File: src/rtl/tcbid_pkg.sv
// ----------------------------------------------------------------------------
// tcbid_pkg: shared definitions for the two-channel burst interval detector
// Register indexes, reset levels and the fixed widths of the result fields.
// ----------------------------------------------------------------------------
package tcbid_pkg;

  // Default widths for the top-level parameters.
  localparam int SampleBitsDef = 16;
  localparam int IndexBitsDef  = 32;

  // Reported intervals and periods are always this wide.
  localparam int OutBits = 32;

  // Configuration port.
  localparam int CfgIdxBits  = 2;

  typedef enum logic [CfgIdxBits-1:0] {
    CFG_PD_THRESHOLD_HIGH = 2'd0,
    CFG_PD_THRESHOLD_LOW  = 2'd1,
    CFG_LP_THRESHOLD_HIGH = 2'd2
  } cfg_reg_e;

  // Reset levels, cut down to the sample width at the point of use.
  localparam logic [31:0] PdThresholdHighRst = 32'd16384;
  localparam logic [31:0] PdThresholdLowRst  = 32'd8192;
  localparam logic [31:0] LpThresholdHighRst = 32'd16384;

endpackage

File: src/rtl/tcbid_in_if.sv
// ----------------------------------------------------------------------------
// tcbid_in_if: sample pair channel
// Carries one PD/LP sample pair and its running sample index per word.
// ----------------------------------------------------------------------------
interface tcbid_in_if #(
  parameter int SAMPLE_BITS = tcbid_pkg::SampleBitsDef,
  parameter int INDEX_BITS  = tcbid_pkg::IndexBitsDef
);
  logic                          valid;
  logic                          ready;
  logic signed [SAMPLE_BITS-1:0] sample_pd;
  logic signed [SAMPLE_BITS-1:0] sample_lp;
  logic        [INDEX_BITS-1:0]  sample_index;

  modport source (output valid, sample_pd, sample_lp, sample_index, input ready);
  modport sink   (input valid, sample_pd, sample_lp, sample_index, output ready);
endinterface

File: src/rtl/tcbid_out_if.sv
// ----------------------------------------------------------------------------
// tcbid_out_if: detection result channel
// Carries burst-start flags, the LP-to-PD interval and the LP period per word.
// ----------------------------------------------------------------------------
interface tcbid_out_if;
  logic                             valid;
  logic                             ready;
  logic                             pd_burst_start;
  logic                             lp_burst_start;
  logic [tcbid_pkg::OutBits-1:0]    lppd_interval;
  logic                             interval_valid;
  logic [tcbid_pkg::OutBits-1:0]    lp_period;
  logic                             period_valid;
  logic                             report_valid;

  modport source (output valid, pd_burst_start, lp_burst_start, lppd_interval,
                  interval_valid, lp_period, period_valid, report_valid,
                  input ready);
  modport sink   (input valid, pd_burst_start, lp_burst_start, lppd_interval,
                  interval_valid, lp_period, period_valid, report_valid,
                  output ready);
endinterface

File: src/rtl/two_channel_burst_interval_detector_core.sv
// ----------------------------------------------------------------------------
// two_channel_burst_interval_detector_core: PD/LP burst interval detector
// Detects burst starts on two channels and reports the LP-to-PD interval.
// ----------------------------------------------------------------------------
// The block takes one sample pair word per clock cycle and returns exactly one
// result word for each, in order. A word passes through an input register and
// then a result register. The result word is offered once it has been loaded
// into the result register, which waits while it holds a word not yet taken.
// The sustained rate of the block is one word per clock cycle as long as
// the result side keeps taking words. The detector state (arm flags, last LP
// start index and last LP period) is updated in the same edge that loads the
// result register, so consecutive words see each other's effects without any
// bubble. The PD channel is evaluated first: a PD burst starts when PD is armed
// and its sample rises strictly above the high threshold; while disarmed, a
// sample strictly below the low threshold re-arms PD and also arms LP, which
// can then start an LP burst on the same sample. Intervals and periods are raw
// sample counts that wrap modulo 2^INDEX_BITS and are reported 32 bits wide.
// The user must write thresholds on the plain configuration port only while the
// block is idle; the block does not enforce it. Unused-index writes are ignored.
// ----------------------------------------------------------------------------
module two_channel_burst_interval_detector_core #(
  parameter int SAMPLE_BITS = tcbid_pkg::SampleBitsDef,
  parameter int INDEX_BITS  = tcbid_pkg::IndexBitsDef
) (
  input  logic                             clk_i,
  input  logic                             rst_ni,

  // Configuration write port.
  input  logic                             cfg_we_i,
  input  logic [tcbid_pkg::CfgIdxBits-1:0] cfg_idx_i,
  input  logic [SAMPLE_BITS-1:0]           cfg_wdata_i,

  // Sample pair words in, result words out.
  tcbid_in_if.sink                         in_i,
  tcbid_out_if.source                      out_o
);

  localparam int OutBits = tcbid_pkg::OutBits;

  localparam logic [31:0] PdHiRst = tcbid_pkg::PdThresholdHighRst;
  localparam logic [31:0] PdLoRst = tcbid_pkg::PdThresholdLowRst;
  localparam logic [31:0] LpHiRst = tcbid_pkg::LpThresholdHighRst;

  // --------------------------------------------------------------------------
  // Threshold registers.
  // --------------------------------------------------------------------------
  logic signed [SAMPLE_BITS-1:0] pd_thr_hi_q;
  logic signed [SAMPLE_BITS-1:0] pd_thr_lo_q;
  logic signed [SAMPLE_BITS-1:0] lp_thr_hi_q;

  always_ff @(posedge clk_i or negedge rst_ni) begin
    if (!rst_ni) begin
      pd_thr_hi_q <= PdHiRst[SAMPLE_BITS-1:0];
      pd_thr_lo_q <= PdLoRst[SAMPLE_BITS-1:0];
      lp_thr_hi_q <= LpHiRst[SAMPLE_BITS-1:0];
    end else if (cfg_we_i) begin
      unique case (tcbid_pkg::cfg_reg_e'(cfg_idx_i))
        tcbid_pkg::CFG_PD_THRESHOLD_HIGH: pd_thr_hi_q <= cfg_wdata_i;
        tcbid_pkg::CFG_PD_THRESHOLD_LOW:  pd_thr_lo_q <= cfg_wdata_i;
        tcbid_pkg::CFG_LP_THRESHOLD_HIGH: lp_thr_hi_q <= cfg_wdata_i;
        default: ;
      endcase
    end
  end

  // --------------------------------------------------------------------------
  // Handshake. The input stage moves on whenever the result register is empty
  // or its word is being taken in this cycle.
  // --------------------------------------------------------------------------
  logic in_valid_q;
  logic out_valid_q;
  logic in_fire;
  logic stage_adv;

  assign stage_adv = in_valid_q && (!out_valid_q || out_o.ready);
  assign in_i.ready = !in_valid_q || stage_adv;
  assign in_fire = in_i.valid && in_i.ready;

  always_ff @(posedge clk_i or negedge rst_ni) begin
    if (!rst_ni) begin
      in_valid_q  <= 1'b0;
      out_valid_q <= 1'b0;
    end else begin
      if (in_i.ready) begin
        in_valid_q <= in_i.valid;
      end
      if (stage_adv) begin
        out_valid_q <= 1'b1;
      end else if (out_o.ready) begin
        out_valid_q <= 1'b0;
      end
    end
  end

  // Input payload register.
  logic signed [SAMPLE_BITS-1:0] pd_q;
  logic signed [SAMPLE_BITS-1:0] lp_q;
  logic        [INDEX_BITS-1:0]  idx_q;

  always_ff @(posedge clk_i) begin
    if (in_fire) begin
      pd_q  <= in_i.sample_pd;
      lp_q  <= in_i.sample_lp;
      idx_q <= in_i.sample_index;
    end
  end

  // --------------------------------------------------------------------------
  // Detector state.
  // --------------------------------------------------------------------------
  logic                  pd_armed_q, pd_armed_d;
  logic                  lp_armed_q, lp_armed_d;
  logic                  lp_seen_q, lp_seen_d;
  logic                  period_seen_q, period_seen_d;
  logic [INDEX_BITS-1:0] last_lp_start_q, last_lp_start_d;
  logic [INDEX_BITS-1:0] last_period_q, last_period_d;

  // Per-word decisions.
  logic                  pd_start;
  logic                  pd_rearm;
  logic                  lp_armed_mid;
  logic                  lp_start;
  logic                  interval_ok;
  logic                  report;
  logic [INDEX_BITS-1:0] idx_diff;
  logic [INDEX_BITS-1:0] interval;

  // Zero-extend or truncate index-wide values to the result width.
  logic [INDEX_BITS+OutBits-1:0] interval_ext;
  logic [INDEX_BITS+OutBits-1:0] period_ext;

  always_comb begin
    // Distance from the last LP start, shared by the interval and the period.
    idx_diff = idx_q - last_lp_start_q;

    // PD channel goes first.
    pd_start = (pd_q > pd_thr_hi_q) && pd_armed_q;
    pd_rearm = !pd_start && (pd_q < pd_thr_lo_q) && !pd_armed_q;

    pd_armed_d = pd_armed_q;
    if (pd_start) begin
      pd_armed_d = 1'b0;
    end else if (pd_rearm) begin
      pd_armed_d = 1'b1;
    end

    // A re-arm on this sample lets LP start on the same sample.
    lp_armed_mid = pd_rearm || lp_armed_q;
    lp_start     = (lp_q > lp_thr_hi_q) && lp_armed_mid;
    lp_armed_d   = lp_armed_mid && !lp_start;

    // The interval and report use the LP history from earlier samples only.
    interval_ok = pd_start && lp_seen_q;
    interval    = interval_ok ? idx_diff : '0;
    report      = interval_ok && period_seen_q;

    last_lp_start_d = last_lp_start_q;
    lp_seen_d       = lp_seen_q;
    last_period_d   = last_period_q;
    period_seen_d   = period_seen_q;
    if (lp_start) begin
      if (lp_seen_q) begin
        last_period_d = idx_diff;
        period_seen_d = 1'b1;
      end
      last_lp_start_d = idx_q;
      lp_seen_d       = 1'b1;
    end

    interval_ext = {{OutBits{1'b0}}, interval};
    period_ext   = {{OutBits{1'b0}}, last_period_d};
  end

  always_ff @(posedge clk_i or negedge rst_ni) begin
    if (!rst_ni) begin
      pd_armed_q      <= 1'b0;
      lp_armed_q      <= 1'b0;
      lp_seen_q       <= 1'b0;
      period_seen_q   <= 1'b0;
      last_lp_start_q <= '0;
      last_period_q   <= '0;
    end else if (stage_adv) begin
      pd_armed_q      <= pd_armed_d;
      lp_armed_q      <= lp_armed_d;
      lp_seen_q       <= lp_seen_d;
      period_seen_q   <= period_seen_d;
      last_lp_start_q <= last_lp_start_d;
      last_period_q   <= last_period_d;
    end
  end

  // --------------------------------------------------------------------------
  // Result register.
  // --------------------------------------------------------------------------
  logic               res_pd_start_q;
  logic               res_lp_start_q;
  logic [OutBits-1:0] res_interval_q;
  logic               res_interval_ok_q;
  logic [OutBits-1:0] res_period_q;
  logic               res_period_ok_q;
  logic               res_report_q;

  always_ff @(posedge clk_i) begin
    if (stage_adv) begin
      res_pd_start_q    <= pd_start;
      res_lp_start_q    <= lp_start;
      res_interval_q    <= interval_ext[OutBits-1:0];
      res_interval_ok_q <= interval_ok;
      res_period_q      <= period_ext[OutBits-1:0];
      res_period_ok_q   <= period_seen_d;
      res_report_q      <= report;
    end
  end

  assign out_o.valid          = out_valid_q;
  assign out_o.pd_burst_start = res_pd_start_q;
  assign out_o.lp_burst_start = res_lp_start_q;
  assign out_o.lppd_interval  = res_interval_q;
  assign out_o.interval_valid = res_interval_ok_q;
  assign out_o.lp_period      = res_period_q;
  assign out_o.period_valid   = res_period_ok_q;
  assign out_o.report_valid   = res_report_q;

endmodule

File: src/flat_wrapper.sv
// flat-port wrapper written by rule: the top's interface ports become plain ports
module two_channel_burst_interval_detector_core_flat 
#(
  parameter int SAMPLE_BITS = tcbid_pkg::SampleBitsDef,
  parameter int INDEX_BITS  = tcbid_pkg::IndexBitsDef
)
  (clk_i, rst_ni, cfg_we_i, cfg_idx_i, cfg_wdata_i, in_i_valid, in_i_sample_pd, in_i_sample_lp, in_i_sample_index, in_i_ready, out_o_valid, out_o_pd_burst_start, out_o_lp_burst_start, out_o_lppd_interval, out_o_interval_valid, out_o_lp_period, out_o_period_valid, out_o_report_valid, out_o_ready);
  tcbid_in_if #(.SAMPLE_BITS(SAMPLE_BITS), .INDEX_BITS(INDEX_BITS)) in_i_i ();
  tcbid_out_if out_o_i ();
  input  logic clk_i;
  input  logic rst_ni;
  input  logic cfg_we_i;
  input  logic [tcbid_pkg::CfgIdxBits-1:0] cfg_idx_i;
  input  logic [SAMPLE_BITS-1:0] cfg_wdata_i;
  input wire logic [$bits(in_i_i.valid)-1:0] in_i_valid;
  input wire logic [$bits(in_i_i.sample_pd)-1:0] in_i_sample_pd;
  input wire logic [$bits(in_i_i.sample_lp)-1:0] in_i_sample_lp;
  input wire logic [$bits(in_i_i.sample_index)-1:0] in_i_sample_index;
  output wire logic [$bits(in_i_i.ready)-1:0] in_i_ready;
  output wire logic [$bits(out_o_i.valid)-1:0] out_o_valid;
  output wire logic [$bits(out_o_i.pd_burst_start)-1:0] out_o_pd_burst_start;
  output wire logic [$bits(out_o_i.lp_burst_start)-1:0] out_o_lp_burst_start;
  output wire logic [$bits(out_o_i.lppd_interval)-1:0] out_o_lppd_interval;
  output wire logic [$bits(out_o_i.interval_valid)-1:0] out_o_interval_valid;
  output wire logic [$bits(out_o_i.lp_period)-1:0] out_o_lp_period;
  output wire logic [$bits(out_o_i.period_valid)-1:0] out_o_period_valid;
  output wire logic [$bits(out_o_i.report_valid)-1:0] out_o_report_valid;
  input wire logic [$bits(out_o_i.ready)-1:0] out_o_ready;
  assign in_i_i.valid = in_i_valid;
  assign in_i_i.sample_pd = in_i_sample_pd;
  assign in_i_i.sample_lp = in_i_sample_lp;
  assign in_i_i.sample_index = in_i_sample_index;
  assign in_i_ready = in_i_i.ready;
  assign out_o_valid = out_o_i.valid;
  assign out_o_pd_burst_start = out_o_i.pd_burst_start;
  assign out_o_lp_burst_start = out_o_i.lp_burst_start;
  assign out_o_lppd_interval = out_o_i.lppd_interval;
  assign out_o_interval_valid = out_o_i.interval_valid;
  assign out_o_lp_period = out_o_i.lp_period;
  assign out_o_period_valid = out_o_i.period_valid;
  assign out_o_report_valid = out_o_i.report_valid;
  assign out_o_i.ready = out_o_ready;
  two_channel_burst_interval_detector_core #(.SAMPLE_BITS(SAMPLE_BITS), .INDEX_BITS(INDEX_BITS)) u_core (.clk_i(clk_i), .rst_ni(rst_ni), .cfg_we_i(cfg_we_i), .cfg_idx_i(cfg_idx_i), .cfg_wdata_i(cfg_wdata_i), .in_i(in_i_i), .out_o(out_o_i));
endmodule
File: config.mk
export PLATFORM = sky130hd
export DESIGN_NAME = two_channel_burst_interval_detector_core_flat
export DESIGN_NICKNAME = d
export VERILOG_FILES = /design/src/rtl/tcbid_pkg.sv /design/src/rtl/tcbid_in_if.sv /design/src/rtl/tcbid_out_if.sv /design/src/rtl/two_channel_burst_interval_detector_core.sv /design/src/flat_wrapper.sv
export SDC_FILE = /design/constraint.sdc
export NUM_CORES = 1
export LEC_CHECK = 0
export ABC_AREA = 1
export BUFFER_PORTS_ARGS = -buffer_cell sky130_fd_sc_hd__buf_4
export CORE_ASPECT_RATIO = 1.5
export CORE_UTILIZATION = 42
export DETAILED_ROUTE_END_ITERATION = 10
export SLEW_MARGIN = 40
export SYNTH_ARGS = -nofsm -noshare
export SYNTH_HDL_FRONTEND = slang
export SYNTH_SLANG_ARGS = --single-unit
File: constraint.sdc
create_clock -name clk_i -period 11 [get_ports clk_i]
set_clock_uncertainty 0.2 [all_clocks]
set_input_delay 0.55 -clock clk_i [delete_from_list [all_inputs] [get_ports clk_i]]
set_output_delay 0.55 -clock clk_i [all_outputs]
set_load 0.01 [all_outputs]
# Yosys cells after proc, flatten, opt, wreduce, memory -nomap -nowiden
# Cells that the tools add are included.
[classes] muxes=8 n_lt_le_gt_ge=3 eq_ne=2 n_reduce_logical=25 addsub=1
[op_table] cell="$mux W32" n=2
[op_table] cell="$gt A16 B16 Y1" n=2
[op_table] cell="$sub A32 B32 Y32" n=1
[op_table] cell="$lt A16 B16 Y1" n=1
[op_table] cell="$reduce_and A2 Y1" n=5
[op_table] cell="$logic_and A1 B1 Y1" n=9
[op_table] cell="$mux W1" n=6
[op_table] cell="$logic_not A1 Y1" n=5
[op_table] cell="$reduce_bool A2 Y1" n=2
[op_table] cell="$logic_or A1 B1 Y1" n=3
[op_table] cell="$eq A2 B1 Y1 const B" n=1
[op_table] cell="$eq A2 B2 Y1 const B" n=1
[op_table] cell="$logic_not A2 Y1" n=1
[word_totals] word_cells=60 register_bits=251 input_bits=87

# Logic depth before layout (Yosys ltp)
[logic_depth] word_depth=9 ltp_mapped=18

# Worst setup path after synthesis
# OpenSTA, ideal clock, no wires.
[synth_timing] kind="in2reg" from="input out_o_ready" to="register u_core.res_interval_ok_q (netlist: u_core.out_o.interval_valid), enable pin" path_stages=5 n_path_buf=1 path_slack_ns=7.341 arrival_time_ns=2.999 cell_sequence="inv_1 > nand2_1 > nand2_1 > inv_1 > clkbuf_1"
[synth_between] elab_chain_len=2
[synth_lines] element="start, declared" line="flat_wrapper.sv:28" rtl="input wire logic [$bits(out_o_i.ready)-1:0] out_o_ready;"
[synth_lines] element="$logic_or A1 B1 Y1" line="two_channel_burst_interval_detector_core.sv:75" rtl="assign stage_adv = in_valid_q && (!out_valid_q || out_o.ready);"
[synth_lines] element="$logic_and A1 B1 Y1" line="two_channel_burst_interval_detector_core.sv:75"
[synth_lines] element="named net u_core.stage_adv" line="two_channel_burst_interval_detector_core.sv:73" rtl="logic stage_adv;"
[synth_lines] element="end signal, assigned" line="two_channel_burst_interval_detector_core.sv:208" rtl="res_interval_ok_q <= interval_ok;"
[synth_lines] element="end, declared" line="two_channel_burst_interval_detector_core.sv:198" rtl="logic res_interval_ok_q;"
# The timed path passes the listed nets, and every way through them passes these cells.
# A chain may end at the register's enable or synchronous reset.

# Worst setup path in the final report
[layout_timing] from="register u_core.lp_thr_hi_q[14]" to="register u_core.res_period_q[29] (netlist: u_core.out_o.lp_period[29]) (data pin)"
[layout_between] elab_chain_len=3
[layout_lines] element="start, declared" line="two_channel_burst_interval_detector_core.sv:49" rtl="logic signed [SAMPLE_BITS-1:0] lp_thr_hi_q;"
[layout_lines] element="start signal, assigned" line="two_channel_burst_interval_detector_core.sv:55" rtl="lp_thr_hi_q <= LpHiRst[SAMPLE_BITS-1:0];"
[layout_lines] element="start signal, assigned" line="two_channel_burst_interval_detector_core.sv:60" rtl="tcbid_pkg::CFG_LP_THRESHOLD_HIGH: lp_thr_hi_q <= cfg_wdata_i;"
[layout_lines] element="$gt A16 B16 Y1" line="two_channel_burst_interval_detector_core.sv:149" rtl="lp_start = (lp_q > lp_thr_hi_q) && lp_armed_mid;"
[layout_lines] element="$logic_and A1 B1 Y1" line="two_channel_burst_interval_detector_core.sv:149"
[layout_lines] element="$mux W32" line="two_channel_burst_interval_detector_core.sv:161" rtl="if (lp_start) begin"
[layout_lines] element="named net u_core.last_period_d[29]" line="two_channel_burst_interval_detector_core.sv:116" rtl="logic [INDEX_BITS-1:0] last_period_q, last_period_d;"
[layout_lines] element="end signal, assigned" line="two_channel_burst_interval_detector_core.sv:209" rtl="res_period_q <= period_ext[OutBits-1:0];"
[layout_lines] element="end, declared" line="two_channel_burst_interval_detector_core.sv:199" rtl="logic [OutBits-1:0] res_period_q;"
# The timed path passes the listed nets, and every way through them passes these cells.

==> results.sh <==
export IMPL_synth_seq_cells=251
export IMPL_cts_tree="built"
export IMPL_final_cell_mix="nand2_1, inv_1, buf_4, edfxtp_1, dfrtp_1"
export IMPL_io_pins=158
export IMPL_syn_num_nets=1516
export IMPL_critPathBufInv=3
export IMPL_drive_gt1_frac=0.154
export IMPL_synthSimpleGateAreaFrac=0.195
export IMPL_synthTopCellsByArea="edfxtp_1, dfrtp_1, nand2_1, ha_1, inv_1"
export IMPL_place_gp_congestion=0.831
export IMPL_worst_pin_slew_ns=0.833
export IMPL_cts_made_buffers=25
export IMPL_hold_path_class="in -> reg"
export IMPL_gr_usage_all_layers=0.198
export IMPL_cts_buffer_depth=3
export IMPL_multiInputGateArea_um2=4680
export IMPL_yosys_warnings=0
export IMPL_synthDistinctLibCells=42
export IMPL_cts_setup_buffers=0
export IMPL_vias_per_cell=4.78
export IMPL_end_kind="flip-flop"
export IMPL_drv_slew=0
export IMPL_ir_worst_vdd_uv=138
export IMPL_arrival_ns=3.20
export IMPL_first_pass_iters=5
export IMPL_synthXorXnorAreaFrac=0.0160
export IMPL_synth_adder_area_share=0.0791
export IMPL_num_vias=9466
export IMPL_nets=1735
export IMPL_clk_transition_reported_paths_ns=0.06
export IMPL_wl_um=28900
export IMPL_n_antenna_cell=0
export IMPL_slew_limit_headroom=0.445
export IMPL_crit_path_max_fanout=35
export IMPL_cp_common_cell="nand2_1"
export IMPL_grt_max_degree=100
export IMPL_post_route_period_util=0.284
export IMPL_min_period_ns=3.12
export IMPL_cts_resized=0
export IMPL_drc=0
export IMPL_cts_hold_buf=65
export IMPL_crit_required_ns=11.08
export IMPL_cp_start_kind="flip-flop"
export IMPL_syn_instance_count=1350
export IMPL_timing_final_hold_violations=0
export IMPL_cts_root_buf="clkbuf_16"
export IMPL_seq_area_frac_synth=0.552
export IMPL_yosys_area_top_type="edfxtp_1"
export IMPL_rsz0062_at_grt="false"
export IMPL_power_mw=3.90
export IMPL_max_stage_delay_ns=0.53
export IMPL_start_util=0.427
export IMPL_muxShareOfSynthArea=0
export IMPL_p_leak_nw=7.47
export IMPL_grt_pass1_wl_um=47500
export IMPL_grt_pass1_vias=9672
export IMPL_crit_path_cell_trace="inv_1 -> ha_1 -> nand2_1 -> inv_1 -> nand3_1 -> nor3b_2 -> nand2_1 -> nand3_1 -> nand3_2 -> a21oi_4 -> buf_4 -> nand2_4 -> nand2_1 -> nand2_1"
export IMPL_fp_coreArea_um2=29500
export IMPL_setup_viol=0
export IMPL_overflow=0
export IMPL_syn_cell_area_um2=12600
export IMPL_power_density_nw_per_um2=249
export IMPL_cts_sinks=251
export IMPL_place_detailed_hpwl_um=21200
export IMPL_n_fill_cell=2765
export IMPL_synth_top_area_share=0.317
export IMPL_initialDrtViolationCount=345
export IMPL_chipWidth_um=143
export IMPL_synth_top_family_by_area="simple AND/OR/NAND/NOR gates"
export IMPL_die_area_um2=30700
export IMPL_seq_area_um2=6950
export IMPL_fmax_mhz=320
export IMPL_row_count=77
export IMPL_slowest_stage="dfstp_2"
export IMPL_die_h_um=214
export IMPL_clk_latency_ns=0.54
export IMPL_crit_family="simple AND/OR/NAND/NOR gates"
export IMPL_final_antenna_net_count=0
export IMPL_outcome="finished clean"
export IMPL_antenna_found_initial=0
export IMPL_layout_commonest_cell="nand2_1"
export IMPL_io_buffer_count=157
export IMPL_avgSynthCellArea_um2=9.32
export IMPL_path_class="reg -> reg"
export IMPL_area_delta_synth_final_pct=24.5
export IMPL_htree_levels=1
export IMPL_synth_compound_area_share=0.0800
export IMPL_wl_per_cell_um=14.6
export IMPL_max_cap_violations=0
export IMPL_tns_ns=0
-- path summary, 6_finish.rpt --
check                                        from                    endpoint  slack (ns)  depth (start not counted)
hold / removal                         in_i_valid           u_core.in_valid_q        0.06                          3
setup / recovery           u_core.lp_thr_hi_q[14]  u_core.out_o.lp_period[29]        7.88                         14
max in group asynchronous                  rst_ni   u_core.last_lp_start_q[5]        9.38                          3
min in group asynchronous                  rst_ni       u_core.lp_thr_hi_q[3]        0.30                          2
setup reg to reg           u_core.lp_thr_hi_q[14]  u_core.out_o.lp_period[29]        7.88                         14
hold reg to reg              u_core.period_seen_q        u_core.period_seen_q        0.27                          2
-- state kept, by name, summed over array words and instances, names as in the netlist, 32 cells and up --
| signal | flops |
|---|---|
| u_core.out_o.lp_period | 32 |
| u_core.out_o.lppd_interval | 32 |
| u_core.idx_q | 32 |
| u_core.last_period_q | 32 |
| u_core.last_lp_start_q | 32 |
-- cell usage after synthesis, drive strengths merged --
cell type  instances
a211oi             1
a21boi             2
a21o               1
a21oi             56
a31oi              2
and2               6
buf               20
clkbuf            18
dfrtp            115
dfstp              3
edfxtp           133
fa                 1
ha                78
inv              198
nand2            400
nand3             36
nand3b             4
nand4             35
nor2              89
nor3               8
nor3b              1
nor4               4
o21a               3
o21ai            106
o21bai             6
or2                1
xnor2              6
xor2              17
-- per-stage QoR --
| step | util | std cells | area, um^2 | setup WS [ns] | hold WS [ns] |
|---|---|---|---|---|---|
| floorplan | - | 1350 | 12600 | 7.34 | 0.0544 |
| global placement | 0.477 | 1869 | 14100 | 7.92 | 0.262 |
| detailed placement | 0.478 | 1870 | 14100 | 7.85 | 0.265 |
| CTS | 0.530 | 1980 | 15600 | 7.83 | 0.0210 |
| global route | 0.531 | 1982 | 15700 | 7.59 | 0.0537 |
| finish | 0.531 | 1982 | 15700 | 7.88 | 0.0569 |
-- final cells by class --
class,instances,area share
Clock buffer,31,0.0420
Inverter,198,0.0475
Timing Repair Buffer,230,0.124
Clock inverter,14,0.0127
Multi-Input combinational cell,863,0.298
Sequential cell,251,0.444
Tap cell,395,0.0315
-- worst register-to-register path, stage by stage, from the launching register on --
cell     delay (ns)
dfstp_2        0.53
inv_1          0.04
ha_1           0.26
nand2_1        0.06
inv_1          0.05
nand3_1        0.09
nor3b_2        0.21
nand2_1        0.10
nand3_1        0.09
nand3_2        0.16
a21oi_4        0.15
buf_4          0.38
nand2_4        0.34
nand2_1        0.16
nand2_1        0.06
-- cell families after synthesis --
family | after synthesis
buffers and inverters | 236
xor gates and xnor gates | 23
and+or+nand+nor | 584
adders and majority gates | 79
AOI/OAI and AO/OA | 177
DFF | 251
-- power breakdown --
part / leakage, nW / switching [mW] / total (mW) / internal, mW
Sequential: 2.75 / 0.0956 / 1.40 / 1.31
Clock: 0.419 / 0.355 / 0.897 / 0.542
Combinational: 4.31 / 1.01 / 1.60 / 0.590
-- metal layers --
metal / global-route usage / vias up / routed length [um]
met4: 0.0716 / 0 / 972
li1: - / 4829 / -
met3: 0.0251 / 46 / 1110
met2: 0.380 / 197 / 15800
met1: 0.218 / 4394 / 11000
met5: 0 / - / 0
(Power assumes the default switching activity.)
